===== src/hdl/ppeu_pkg.sv =====
package ppeu_pkg;

   localparam int PARTICLE_SLOTS = 1024;

   localparam logic [15:0] GRAVITY_RESET = 16'd40141;
   localparam logic [13:0] INIT_LIFE_RESET = 14'd6144;
   localparam logic [10:0] ALIVE_MAX = 11'd2047;

   localparam logic signed [19:0] POS_MAX = 20'sd524287;
   localparam logic signed [19:0] POS_MIN = -20'sd524288;
   localparam logic signed [17:0] VEL_MAX = 18'sd131071;
   localparam logic signed [17:0] VEL_MIN = -18'sd131072;

   typedef enum logic [1:0] {
      OP_SPAWN = 2'd0,
      OP_TICK  = 2'd1,
      OP_READ  = 2'd2,
      OP_NONE  = 2'd3
   } op_type;

   typedef enum logic {
      CFG_GRAVITY   = 1'b0,
      CFG_INIT_LIFE = 1'b1
   } cfg_index_type;

   typedef enum logic [2:0] {
      ST_CLEAR,
      ST_IDLE,
      ST_SEARCH,
      ST_SPAWN_WR,
      ST_TICK,
      ST_DRAIN,
      ST_READ,
      ST_FINISH
   } state_type;

   typedef struct packed {
      logic signed [19:0] pos_x;
      logic signed [19:0] pos_y;
      logic signed [19:0] pos_z;
      logic signed [17:0] vel_x;
      logic signed [17:0] vel_y;
      logic signed [17:0] vel_z;
      logic [13:0]        life;
      logic               active;
   } slot_type;

   typedef struct packed {
      logic latch;
      logic rd_en;
      logic rd_tick;
      logic rd_user;
      logic wr_clear;
      logic wr_spawn;
      logic load_rsp;
   } cmd_type;

   typedef struct packed {
      logic hit;
      logic rd_pending;
      logic tick_busy;
   } status_type;

endpackage


===== src/hdl/ppeu_ctrl.sv =====
module ppeu_ctrl #(
   parameter int PARTICLE_SLOTS = ppeu_pkg::PARTICLE_SLOTS
) (
   input  logic                              clock,
   input  logic                              reset,
   input  logic                              req_valid,
   output logic                              req_ready,
   input  logic [1:0]                        req_opcode,
   output logic                              rsp_valid,
   input  logic                              rsp_ready,
   output ppeu_pkg::cmd_type                 cmd,
   input  ppeu_pkg::status_type              status,
   input  logic [$clog2(PARTICLE_SLOTS)-1:0] hit_addr,
   output logic [$clog2(PARTICLE_SLOTS)-1:0] rd_addr,
   output logic [$clog2(PARTICLE_SLOTS)-1:0] wr_addr
);

   localparam int AW = $clog2(PARTICLE_SLOTS);
   localparam logic [AW:0] SLOTS = (AW+1)'(PARTICLE_SLOTS);
   localparam logic [AW:0] LAST = (AW+1)'(PARTICLE_SLOTS - 1);

   ppeu_pkg::state_type state_ff, state_in;
   logic [AW:0]   cnt_ff, cnt_in;
   logic [AW-1:0] start_ff, start_in;
   logic [AW-1:0] slot_ff, slot_in;
   logic          rsp_valid_ff, rsp_valid_in;
   logic [AW:0]   sum_w, wrap_w;

   assign rsp_valid = rsp_valid_ff;

   // Search address runs from the start slot and wraps past the last slot.
   assign sum_w = {1'b0, start_ff} + cnt_ff;
   assign wrap_w = (sum_w >= SLOTS) ? sum_w - SLOTS : sum_w;

   always_ff @(posedge clock) begin
      if (reset) begin
         state_ff     <= ppeu_pkg::ST_CLEAR;
         cnt_ff       <= '0;
         start_ff     <= '0;
         slot_ff      <= '0;
         rsp_valid_ff <= 1'b0;
      end else begin
         state_ff     <= state_in;
         cnt_ff       <= cnt_in;
         start_ff     <= start_in;
         slot_ff      <= slot_in;
         rsp_valid_ff <= rsp_valid_in;
      end
   end

   always_comb begin
      state_in     = state_ff;
      cnt_in       = cnt_ff;
      start_in     = start_ff;
      slot_in      = slot_ff;
      rsp_valid_in = rsp_valid_ff && !rsp_ready;
      cmd          = '0;
      rd_addr      = cnt_ff[AW-1:0];
      wr_addr      = cnt_ff[AW-1:0];
      req_ready    = 1'b0;
      case (state_ff)
         ppeu_pkg::ST_CLEAR: begin
            cmd.wr_clear = 1'b1;
            if (cnt_ff == LAST) begin
               cnt_in   = '0;
               state_in = ppeu_pkg::ST_IDLE;
            end else begin
               cnt_in = cnt_ff + 1'b1;
            end
         end
         ppeu_pkg::ST_IDLE: begin
            req_ready = 1'b1;
            if (req_valid) begin
               cmd.latch = 1'b1;
               cnt_in    = '0;
               case (req_opcode)
                  ppeu_pkg::OP_SPAWN: state_in = ppeu_pkg::ST_SEARCH;
                  ppeu_pkg::OP_TICK:  state_in = ppeu_pkg::ST_TICK;
                  ppeu_pkg::OP_READ:  state_in = ppeu_pkg::ST_READ;
                  default:            state_in = ppeu_pkg::ST_IDLE;
               endcase
            end
         end
         ppeu_pkg::ST_SEARCH: begin
            if (status.hit) begin
               slot_in  = hit_addr;
               start_in = hit_addr;
               state_in = ppeu_pkg::ST_SPAWN_WR;
            end else if (cnt_ff == SLOTS) begin
               // With the pool full slot 0 is taken and the start is kept.
               if (!status.rd_pending) begin
                  slot_in  = '0;
                  state_in = ppeu_pkg::ST_SPAWN_WR;
               end
            end else begin
               cmd.rd_en = 1'b1;
               rd_addr   = wrap_w[AW-1:0];
               cnt_in    = cnt_ff + 1'b1;
            end
         end
         ppeu_pkg::ST_SPAWN_WR: begin
            cmd.wr_spawn = 1'b1;
            wr_addr      = slot_ff;
            state_in     = ppeu_pkg::ST_FINISH;
         end
         ppeu_pkg::ST_TICK: begin
            cmd.rd_en   = 1'b1;
            cmd.rd_tick = 1'b1;
            if (cnt_ff == LAST) begin
               state_in = ppeu_pkg::ST_DRAIN;
            end else begin
               cnt_in = cnt_ff + 1'b1;
            end
         end
         ppeu_pkg::ST_DRAIN: begin
            if (!status.tick_busy) begin
               state_in = ppeu_pkg::ST_FINISH;
            end
         end
         ppeu_pkg::ST_READ: begin
            cmd.rd_en   = 1'b1;
            cmd.rd_user = 1'b1;
            state_in    = ppeu_pkg::ST_FINISH;
         end
         ppeu_pkg::ST_FINISH: begin
            if (!rsp_valid_ff || rsp_ready) begin
               cmd.load_rsp = 1'b1;
               rsp_valid_in = 1'b1;
               state_in     = ppeu_pkg::ST_IDLE;
            end
         end
         default: begin
            state_in = ppeu_pkg::ST_IDLE;
         end
      endcase
   end

endmodule


===== config.mk =====
export PLATFORM = sky130hd
export DESIGN_NAME = ppeu_ctrl
export DESIGN_NICKNAME = d
export VERILOG_FILES = /design/src/hdl/ppeu_pkg.sv /design/src/hdl/ppeu_ctrl.sv
export SDC_FILE = /design/constraint.sdc
export NUM_CORES = 1
export LEC_CHECK = 0
export ABC_AREA = 1
export ABC_CLOCK_PERIOD_IN_PS = 2150
export BUFFER_PORTS_ARGS = -buffer_cell sky130_fd_sc_hd__buf_2
export CAP_MARGIN = 20
export CELL_PAD_IN_SITES_DETAIL_PLACEMENT = 0
export CELL_PAD_IN_SITES_GLOBAL_PLACEMENT = 1
export CORE_UTILIZATION = 40
export CTS_BUF_LIST = sky130_fd_sc_hd__clkbuf_8
export DETAILED_ROUTE_END_ITERATION = 12
export PLACE_DENSITY = 0.85
export SLEW_MARGIN = 10
export SYNTH_ARGS = -nofsm -noshare
export SYNTH_HDL_FRONTEND = slang
export SYNTH_SLANG_ARGS = --single-unit
export TNS_END_PERCENT = 20

===== constraint.sdc =====
create_clock -name clock -period 2.15 [get_ports clock]
set_input_delay 0.1075 -clock clock [delete_from_list [all_inputs] [get_ports clock]]
set_output_delay 0.1075 -clock clock [all_outputs]
set_load 0.03 [all_outputs]

# [Word-level counts from Yosys, hierarchy flattened]
# Cells that the tools add are included.
[word_totals] register_bits=35 out_inout_bits=29 word_cells=83
[classes] n_addsub=3 order_cmp=1 eq_ne=22 mux=38 reduce_logical=14
[ops] operator="$mux 10" n=8
[ops] operator="$mux 11" n=5
[ops] operator="$pmux 11 s4" n=1
[ops] operator="$mux 3" n=8
[ops] operator="$pmux 3 s7" n=1
[ops] operator="$ne 2x2->1 const B" n=8
[ops] operator="$mux 1" n=13
[ops] operator="$eq 3x3->1 const B" n=4
[ops] operator="$add 10x11->11" n=1
[ops] operator="$add 11x1->11 const B" n=1
[ops] operator="$eq 11x10->1 const B" n=1
[ops] operator="$eq 11x11->1 const B" n=1
[ops] operator="$ge 11x11->1 const B" n=1
[ops] operator="$sub 10x1->10 const B" n=1
[ops] operator="$pmux 3 s3" n=1
[ops] operator="$reduce_and 7->1" n=1
[ops] operator="$eq 3x2->1 const B" n=2
[ops] operator="$ne 3x3->1 const B" n=2
[ops] operator="$reduce_and 5->1" n=1
[ops] operator="$reduce_bool 4->1" n=1
[ops] operator="$reduce_or 2->1" n=2
[ops] operator="$eq 3x1->1 const B" n=1
[ops] operator="$logic_not 3->1" n=1
[ops] operator="$reduce_and 3->1" n=1
[ops] operator="other kinds (10)" n=11

# [Logic depth before layout (Yosys ltp)]
# Gate-level depths: netlist of the first run.
[logic_depth] depth_word=6 mapped_depth=11 mapped_depth_nobuf=11

# [Least setup slack after synthesis of the first run]
# Ideal clock, no wire load.
[synth_timing] kind="flip-flop to output port" startpoint="register cnt_ff[0]" endpoint="output rd_addr[8]" arrival_time_ps=2060 required_ps=2043 slack_ps=-18 stages_incl_launch_ff=8 path_cell_list="dfxtp_1 ha_1 fa_1 nand4_1 nand3_1 nand2_1 a21oi_1 o21ai_0"
[synth_via] elab_chain_len=6
[synth_lines] item="from (decl)" line_no="ppeu_ctrl.sv:23" source="logic [AW:0] cnt_ff, cnt_in;"
[synth_lines] item="from (signal assigned)" line_no="ppeu_ctrl.sv:44" source="cnt_ff <= cnt_in;"
[synth_lines] item="$add 10x11->11" line_no="ppeu_ctrl.sv:32" source="assign sum_w = {1'b0, start_ff} + cnt_ff;"
[synth_lines] item="$sub 10x1->10 / $ge 11x11->1 (equally long branches)" line_no="ppeu_ctrl.sv:33" source="assign wrap_w = (sum_w >= SLOTS) ? sum_w - SLOTS : sum_w;"
[synth_lines] item="$mux 10" line_no="ppeu_ctrl.sv:33"
[synth_lines] item="$mux 10 (*)" line_no="ppeu_ctrl.sv:89" source="end else if (cnt_ff == SLOTS) begin"
[synth_lines] item="$mux 10 (*)" line_no="ppeu_ctrl.sv:85" source="if (status.hit) begin"
[synth_lines] item="$mux 10 (*)" line_no="ppeu_ctrl.sv:61" source="case (state_ff)"
[synth_lines] item="to (decl)" line_no="ppeu_ctrl.sv:14" source="output logic [$clog2(PARTICLE_SLOTS)-1:0] rd_addr,"
# Every way passes the cells marked *; elsewhere a longest branch is shown, timed or not.

# [Worst setup path in the final report of the first run]
[layout_timing] startpoint="register cnt_ff[0]" endpoint="output rd_addr[6]"
# Same word-level chain as after synthesis.

==> key figures, run 1 <==
Finish
  • Nets: 494
  • Layout area overhead: 23.1%
  • # diodes: 0
  • Share of cells above drive strength 1: approximately a quarter
  • Finished Cell Area: 3130 µm²
  • Non-Filler Instances: 536

Synth
  • Synth Area in Adders: 7.67%
  • Mapped Nets: 438
  • Post-synthesis compound-gate area fraction: about 16%
  • Area contributors post-synth: dfxtp_1 28%, nand2_1 19%, a21oi_1 8.9%, ha_1 6.9%, inv_1 5.5%
  • Top cells by count, synth: 131 x nand2_1, 45 x a21oi_1, 37 x inv_1
  • Post-synthesis mux area share: 0.443%
  • Syn Area/Cell: between 6 and 7 µm²
  • Post-synthesis simple-gate area fraction: 36.2%
  • Dominant synthesized flop cell: dfxtp_1
  • Post-synth top area cell: dfxtp_1
  • Count of cell types in the netlist: 34
  • Synth top area share: 27.5%
  • Most numerous cell in the Yosys netlist: nand2_1
  • Cells after Synth: between 400 and 500
  • Synth Area in XOR/XNOR: 3.44%
  • Largest family of logic cells by synthesized area: simple AND/OR/NAND/NOR gates
  • Yosys Warn Count: 0
  • Syn Std Cell Area: roughly 2500 µm²
  • Sequential area share after synthesis: 27.5%
  • Async SR Flop Fraction: 0%
  • Post-synth EDFFs: 0
  • #FFs+latches synth: 35

Floorplan
  • # rows: 28
  • Starting Density: 42.2%
  • Die Wd: 81.7 µm
  • Die Span Y: 81.7 µm
  • Die area: 6680 µm²
  • # IOs: 48
  • Core area: approximately 6000 µm²

Clocking
  • Clock Latency Late Sink: 0.30 ns
  • Clk slew on worst S/H paths: 0.08 ns
  • CTS root buf: clkbuf_8
  • H-tree depth: 2
  • Clock buffer depth: 2
  • Inserted Clock Buffers: 5
  • Hold_buf cts: 0
  • Clock tree sinks: 35
  • TritonCTS clock tree: done

Detailed routing
  • Vias per cell: between 5 and 6
  • Starting DRT DRC Count: 142
  • Via count: 2,755
  • DRC Markers: 0
  • Routed WL: 7350 µm
  • Drt first pass iters: 4
  • WL/cell: 13.7 µm
  • Routed Antenna Nets: 0

STA
  • Slew Limit Fails: 0
  • Slew of the pin with the lowest slew margin: 0.454 ns
  • Fin crit share: 96.3%
  • Max-slew headroom: 69.7%
  • Setup tns final: 0 ns
  • RSZ-0062 raised after global routing: false
  • Worst Skew: between 0.004 and 0.005 ns
  • Final Setup Violations: 0
  • Final min period: ~2.1 ns
  • Final hold vios: 0
  • Fmax: 483 MHz

Worst setup path
  • Critical Path AT: 1.96 ns
  • R2r setup slk: approximately 0.37 ns
  • CP Capture Point: rd_addr[6]
  • RR Endpoint: cnt_ff[0]
  • Maximum fanout along the worst path: 8
  • Reg-to-Reg Start: cnt_ff[0]
  • Startpoint Class: flip-flop
  • Worst setup startpoint: cnt_ff[0]
  • Worst Reg-to-Reg Cells: 9
  • Req. time, crit path: between 2 and 2.5 ns
  • Worst setup EP type: primary output
  • Crit path kind: flip-flop to primary output

Global routing
  • Initial antenna violation count: 0
  • Vias in the first global route: about 2,300
  • Pin count of the biggest net entering global routing: 24
  • Global-route wire length before repair: ~12,000 µm
  • Global Route Usage Sum: 23.5%
  • Total gr overflow: 0

Status
  • Outcome: complete, no violations

Power and ir drop
  • Total design power: 2.47 mW
  • Power Dens Cells: 789 nW/µm²
  • Worst IR Drop VDD: between 0.4 and 0.5 mV
  • Leakage: 1.47 nW

Place
  • Detailed placer's ending HPWL: 5590 µm
  • Number of port buffers: 47
  • Placed cells: 525
  • Placer congestion estimate: 0.863
  • Placed Area: 2890 µm²

Flow run
  • Max-Cap Viols: 0

Worst hold path
  • Min-Delay Path Class: primary input to flip-flop
-- sequential cells by signal, summed over array words and instances (netlist names) --
register   flops
cnt_ff        11
rsp_valid      1
slot_ff       10
start_ff      10
state_ff       3
-- cell type report --
type | instances | area [µm²]
inverters | 39 | 150
clock buffers | 5 | 68.8
repair buffers | 61 | 375
fillers | 636 | 2900
repair inverters | 1 | 7.51
flip-flops and latches | 35 | 718
multi-input cells | 317 | 1690
well taps | 75 | 93.8
clock inverters | 3 | 25.0
-- critical path, stage by stage (launching register included) --
cell     delay [ns]
dfxtp_4        0.38
ha_4           0.19
fa_2           0.37
nand4_1        0.11
nand3_1        0.11
xor2_1         0.16
o21ai_1        0.12
inv_1          0.04
buf_2          0.17
-- cell families after synthesis --
family | Yosys count
AOI/OAI and AO/OA | 77
xor gates and xnor gates | 10
adders and majority gates | 15
DFF | 35
muxes | 1
and+or+nand+nor | 214
buffers and inverters | 52
-- worst min path at each step --
stage                     cells after the start          end   startpoint  slack [ns]
final                                         3  start_ff[2]  hit_addr[2]        0.07
after global routing                          3  start_ff[2]  hit_addr[2]        0.07
after CTS                                     3  start_ff[8]  hit_addr[8]        0.07
after detailed placement                      3  start_ff[8]  hit_addr[8]        0.39
after global placement                        3  start_ff[8]  hit_addr[8]        0.39
after floorplan                               2  start_ff[0]  hit_addr[0]        0.27
-- routing by layer --
metal / part of all wire [%] / vias up / routed length (µm) / track usage (%)
met2: 45 / 76 / 3310 / 36.7
met5: 0 / - / 0 / 0
met1: 48 / 1235 / 3540 / 32.8
met4: 1.9 / 0 / 139 / 7.19
met3: 4.8 / 10 / 350 / 3.67
li1: - / 1434 / - / -
-- placed cells by master (no fill, tap or decap), types with 2 or more instances in the layout --
master | netlist | layout
nand2_1 | 131 | 129
a21oi_1 | 45 | 44
a31oi_1 | 3 | 3
inv_2 | 1 | 4
xor2_1 | 7 | 7
nand3_2 | 2 | 3
nor2_2 | 4 | 7
inv_1 | 37 | 33
buf_4 | 1 | 17
o21ai_1 | 0 | 3
nand4_1 | 9 | 9
a21o_1 | 4 | 4
clkinvlp_4 | 0 | 3
nand2_2 | 1 | 2
o21ai_0 | 22 | 19
dfxtp_1 | 35 | 23
clkinv_4 | 0 | 2
buf_6 | 2 | 2
dfxtp_2 | 0 | 11
nand3_1 | 25 | 24
ha_4 | 0 | 2
xnor2_1 | 3 | 3
clkbuf_8 | 0 | 5
nor2_1 | 34 | 31
buf_2 | 4 | 41
ha_1 | 14 | 9
ha_2 | 0 | 3
-- power breakdown --
group	total (mW)	internal, mW	switching [mW]
registers	0.829	0.733	0.0963
logic	1.13	0.366	0.766
clock network	0.508	0.232	0.277
total	2.47	1.33	1.14
-- stage by stage --
stage	hold slack [ns]	worst slack (ns)	util, %
after global placement	0.387	0.197	47.9
after CTS	0.0725	-0.00441	50.4
after detailed placement	0.392	0.170	47.9
after global routing	0.0722	0.00103	52.0
after floorplan	0.274	0.0473	-
final	0.0719	0.0794	52.0
-- repair_timing --
action                                  4_1_cts  5_1_grt
endpoints found under the setup margin       10       10
pin swaps                                     1        3
hold endpoints to repair                      0        0
setup buffers                                 1        1
gates cloned                                  1        0
gates resized for setup                      14       31
No activity file was read; power rests on OpenSTA's default activity.
==> run 2: changes to the inputs <==
- ABC_CLOCK_PERIOD_IN_PS: 2150 -> 2470
- CELL_PAD_IN_SITES_DETAIL_PLACEMENT: 0 -> not set
- CELL_PAD_IN_SITES_GLOBAL_PLACEMENT: 1 -> not set
- CORE_UTILIZATION: 40 -> 62
- PLACE_DENSITY: 0.85 -> 0.9
- clock period: 2.15 -> 2.47 ns (I/O delays scaled with it)
==> run 2 against run 1 <==
Die area fell by 35%. First-iteration DRC count rose by 130%. Clock skew fell by 0.0024 ns. Global-route usage rose by 11 points. Count of clock-buffer cells in the layout did not move.
==> key figures, run 2 (synthesis results as in run 1) <==
Worst setup path
  • Worst setup EP type: primary output
  • Startpoint Class: flip-flop
  • RR Endpoint: cnt_ff[0]
  • Maximum fanout along the worst path: 8
  • Critical Path AT: 2.26 ns
  • Crit path kind: flip-flop to primary output
  • Req. time, crit path: 2.35 ns
  • Reg-to-Reg Start: cnt_ff[1]
  • R2r setup slk: 0.53 ns
  • Worst Reg-to-Reg Cells: 9

Finish
  • Max FFs per register: 11
  • Finished Cell Area: between 2000 and 3000 µm²
  • Layout area overhead: 16.1%
  • # diodes: 0
  • Most common cell after layout, fill and taps aside: nand2_1
  • Largest regs: cnt_ff x11, slot_ff x10, start_ff x10
  • Commonest cells after routing, fill and taps aside: 131 x nand2_1, 47 x buf_2, 45 x a21oi_1
  • Largest Register: cnt_ff
  • Share of cells above drive strength 1: around 17%
  • Nets: a little under 500

Clocking
  • Clock Latency Late Sink: around 0.29 ns
  • Clock tree sinks: 35
  • CTS root buf: clkbuf_8
  • H-tree depth: 2
  • Inserted Clock Buffers: 5
  • Clock buffer depth: 2
  • Clk slew on worst S/H paths: around 0.080 ns
  • Post-CTS Resized: 0
  • Hold_buf cts: 0
  • Post-CTS Setup Bufs: 0
  • TritonCTS clock tree: done

Power and ir drop
  • Worst IR Drop VDD: 0.707 mV
  • Leakage: 1.46 nW
  • Power Dens Cells: 771 nW/µm²

Worst hold path
  • Min-Delay Path Class: primary input to flip-flop
  • Hold Path End: start_ff[2]
  • Hold depth: 3
  • Min-delay src: hit_addr[2]

STA
  • Worst Skew: 0.00231 ns
  • WHS: 0.101 ns
  • Final Setup Violations: 0
  • Final hold vios: 0
  • Fmax: between 400 and 500 MHz
  • Slew of the pin with the lowest slew margin: 0.605 ns
  • Setup tns final: 0 ns
  • RSZ-0062 raised after global routing: false
  • Fin crit share: a little over nine tenths
  • Max-slew headroom: 59.7%
  • Slew Limit Fails: 0
  • Setup slack after layout: roughly 0.085 ns
  • Final min period: 2.38 ns

Detailed routing
  • WL/cell: 14.4 µm
  • Drt first pass iters: 5
  • Vias per cell: 5.83
  • Routed WL: about 7200 µm
  • DRC Markers: 0
  • Starting DRT DRC Count: 327
  • Routed Antenna Nets: 0
  • Via count: just under 3,000

Place
  • Placer congestion estimate: 0.971
  • Detailed placer's ending HPWL: 5210 µm
  • Placed Area: 2810 µm²
  • Number of port buffers: 47
  • Dpl ws: just under 0.5 ns

Floorplan
  • Die Wd: 66.1 µm
  • Die area: 4360 µm²
  • Core area: 3800 µm²
  • Die Span Y: ~66 µm
  • # IOs: 48
  • # rows: 22
  • Starting Density: 67.0%

Global routing
  • Global-route wire length before repair: 11,500 µm
  • Vias in the first global route: approximately 2,500
  • Pin count of the biggest net entering global routing: 32
  • Total gr overflow: 0
  • Initial antenna violation count: 0
  • Global Route Usage Sum: 34.9%

Flow run
  • Max-Cap Viols: 0

Status
  • Outcome: complete, no violations
## run 2: critical path: stages, from the launching register on
cell and delay (ns):
dfxtp_1 0.38, ha_1 0.30, fa_1 0.48, a31oi_2 0.26
xor2_1 0.10, o21ai_0 0.21, buf_2 0.24
## run 2: how the worst max path moves through the flow
| stage | start | end | slack (ns) |
|---|---|---|---|
| global route | cnt_ff[0] | rd_addr[6] | 0.01 |
| floorplan | cnt_ff[0] | rd_addr[8] | 0.29 |
| detailed placement | cnt_ff[0] | rd_addr[4] | 0.49 |
| CTS | cnt_ff[0] | rd_addr[4] | 0.13 |
| finish | cnt_ff[0] | rd_addr[4] | 0.09 |
| global placement | cnt_ff[0] | rd_addr[6] | 0.55 |
## run 2: area by class of cell
cell class / count / area [µm²]
Inverter: 39 / 146
Timing Repair Buffer: 53 / 280
Clock inverter: 3 / 67.6
Tap cell: 48 / 60.1
Sequential cell: 35 / 701
Fill cell: 292 / 846
Multi-Input combinational cell: 317 / 1630
Clock buffer: 5 / 68.8
## run 2: routing by layer
metal | share of wire [%] | wire length, µm | vias to the layer above | GRT usage [%]
met1 | 41 | 2970 | 1300 | 46.2
li1 | - | - | 1409 | -
met3 | 11 | 768 | 25 | 7.76
met4 | 2.9 | 207 | 0 | 13.0
met2 | 45 | 3260 | 180 | 55.1
met5 | 0 | 0 | - | 0
## run 2: through the flow
step / power (mW) / util (%) / cells
after global placement: 1.60 / 74.0 / 492
after detailed placement: 1.62 / 74.0 / 492
final: 2.28 / 77.7 / 500
after global routing: 2.39 / 77.7 / 500
after floorplan: 1.41 / - / 404
after CTS: 2.25 / 77.6 / 500
## run 2: power breakdown
part / internal (mW) / total (mW) / switching (mW) / leakage, nW
combinational: 0.273 / 0.920 / 0.646 / 1.11
clock: 0.403 / 0.635 / 0.232 / 0.0644
sequential: 0.630 / 0.722 / 0.0921 / 0.284
total: 1.31 / 2.28 / 0.970 / 1.46
==> run 3: changes to the inputs <==
- CORE_ASPECT_RATIO: not set -> 2
==> run 3 against run 2 <==
Core utilization fell by 2.4 points. Sequential share of layout area grew 0.38 points. Clock skew is 0.00067 ns higher. Wire length increased by 5.2%. Highest routed layer unchanged. Count of clock-buffer cells in the layout unchanged. Non-clock buffer count down 1. Sequential power is 1% higher. Worst hold slack got worse by 0.0082 ns. Global-route usage rose by 3.4 points. Register-to-register slack got worse by 0.06 ns. Critical path depth is 2 higher. Power fell by 4.1%.
==> key figures, run 3 (synthesis results as in run 1) <==
Global routing
  • Vias in the first global route: between 2,000 and 3,000
  • Global-route wire length before repair: 12,100 µm
  • Pin count of the biggest net entering global routing: 32
  • Global Route Usage Sum: 38.3%
  • Initial antenna violation count: 0
  • Total gr overflow: 0

Detailed routing
  • Starting DRT DRC Count: 128
  • Vias per cell: 5.89
  • Drt first pass iters: 6
  • WL/cell: 15.1 µm
  • Via count: 2,959
  • Routed Antenna Nets: 0
  • Routed WL: 7590 µm
  • DRC Markers: 0

Clocking
  • Clock tree sinks: 35
  • TritonCTS clock tree: done
  • H-tree depth: 2
  • Inserted Clock Buffers: 5
  • Clk slew on worst S/H paths: 0.08 ns
  • Hold_buf cts: 0
  • Clock buffer depth: 2
  • CTS root buf: clkbuf_8
  • Clock Latency Late Sink: 0.30 ns

Worst setup path
  • Crit path kind: flip-flop to primary output
  • Worst Reg-to-Reg Cells: 11
  • Worst setup EP type: primary output
  • Req. time, crit path: 2.35 ns
  • Startpoint Class: flip-flop
  • Critical Path AT: around 2.2 ns
  • Maximum fanout along the worst path: 8

Finish
  • Share of cells above drive strength 1: around 18%
  • Largest regs: cnt_ff x11, slot_ff x10, start_ff x10
  • Layout area overhead: 15.1%
  • Max FFs per register: 11
  • Largest Register: cnt_ff
  • # diodes: 0
  • Most common cell after layout, fill and taps aside: nand2_1
  • Non-Filler Instances: 502
  • Nets: 484
  • Fillers: 330
  • Commonest cells after routing, fill and taps aside: 131 x nand2_1, 46 x buf_2, 45 x a21oi_1
  • Area occupied by multi-input gates: 1620 µm²
  • Register area: 706 µm²
  • Finished Cell Area: ~3000 µm²
  • Final core occ: 75.4%

Power and ir drop
  • Worst IR Drop VDD: 0.645 mV
  • Leakage: 1.45 nW
  • Power Dens Cells: approximately 750 nW/µm²

Place
  • Placed Area: 2810 µm²
  • Placed cells: 494
  • Number of port buffers: 47
  • Placer congestion estimate: 0.976
  • Dpl ws: 0.463 ns
  • Detailed placer's ending HPWL: 5630 µm

STA
  • Slew Limit Fails: 0
  • Worst Skew: just under 0.003 ns
  • Setup tns final: 0 ns
  • Max-slew headroom: 62.6%
  • Setup slack after layout: 0.169 ns
  • RSZ-0062 raised after global routing: false
  • Final min period: 2.30 ns
  • Fmax: 435 MHz
  • Fin crit share: 93.2%
  • Slew of the pin with the lowest slew margin: 0.561 ns
  • Final hold vios: 0
  • Final Setup Violations: 0

Floorplan
  • # IOs: 48
  • Die Wd: between 40 and 50 µm
  • Die Span Y: 92.6 µm
  • Starting Density: between 60 and 70%
  • Die area: 4380 µm²
  • Core area: 3880 µm²
  • # rows: 32

Status
  • Outcome: complete, no violations

Worst hold path
  • Min-Delay Path Class: primary input to flip-flop
  • Hold depth: 3

Flow run
  • Max-Cap Viols: 0
==> run 3: changes by cell type in the layout (fill, tap and decap cells not counted) <==
cell	before	now
dfxtp_1	35	31
dfxtp_2	0	4
a31oi_1	2	3
a31oi_2	1	0
buf_2	47	46
bufinv_16	2	1
clkinv_2	0	1
clkinv_4	0	1
clkinvlp_4	1	0
==> run 3: layout make-up <==
class                   instances  share of cell area [%]
repair buffers                 52                    9.41
clock buffers                   5                    2.35
multi-input cells             317                    55.5
flip-flops and latches         35                    24.1
clock inverters                 3                    1.50
inverters                      39                    5.00
well taps                      51                    2.18
==> run 3: what timing repair did <==
action | in CTS | in global routing
setup buffers | 0 | 0
endpoints found under the hold margin | 0 | 0
setup endpoints to repair | 0 | 4
resized for setup | 0 | 5
==> run 3: routing by layer <==
metal  vias up  wire, µm  GRT usage [%]
met5         -         0              0
met4         0       448           27.1
met3        45       545           7.99
met2       159      3950           62.4
met1      1353      2640           40.3
li1       1402         -              -
==> run 3: final timing paths <==
check	start	end	slack (ns)
worst max-delay path	cnt_ff[0]	rd_addr[6]	0.17
worst min-delay path	hit_addr[4]	start_ff[4]	0.09
worst max register to register	cnt_ff[0]	state_ff[0]	0.47
worst min register to register	slot_ff[9]	slot_ff[9]	0.47
==> run 3: power by group <==
group / total [mW] / switching [mW] / internal, mW
clock: 0.533 / 0.233 / 0.301
combinational: 0.917 / 0.647 / 0.270
sequential: 0.732 / 0.0998 / 0.632
total: 2.18 / 0.979 / 1.20
==> run 3: critical path: stages, from the launching register on <==
cell and delay (ns):
dfxtp_1 0.39, ha_1 0.30, fa_1 0.44, nand4_1 0.12, nand3_1 0.10, xor2_1 0.16
o21ai_0 0.15, inv_1 0.05, buf_2 0.17
==> run 3: stage by stage <==
stage	total power, mW	hold slack [ns]
2_1_floorplan	1.41	0.290
3_3_place_gp	1.61	0.398
3_5_place_dp	1.63	0.411
4_1_cts	2.16	0.0930
5_1_grt	2.29	0.111
6_report	2.18	0.0932
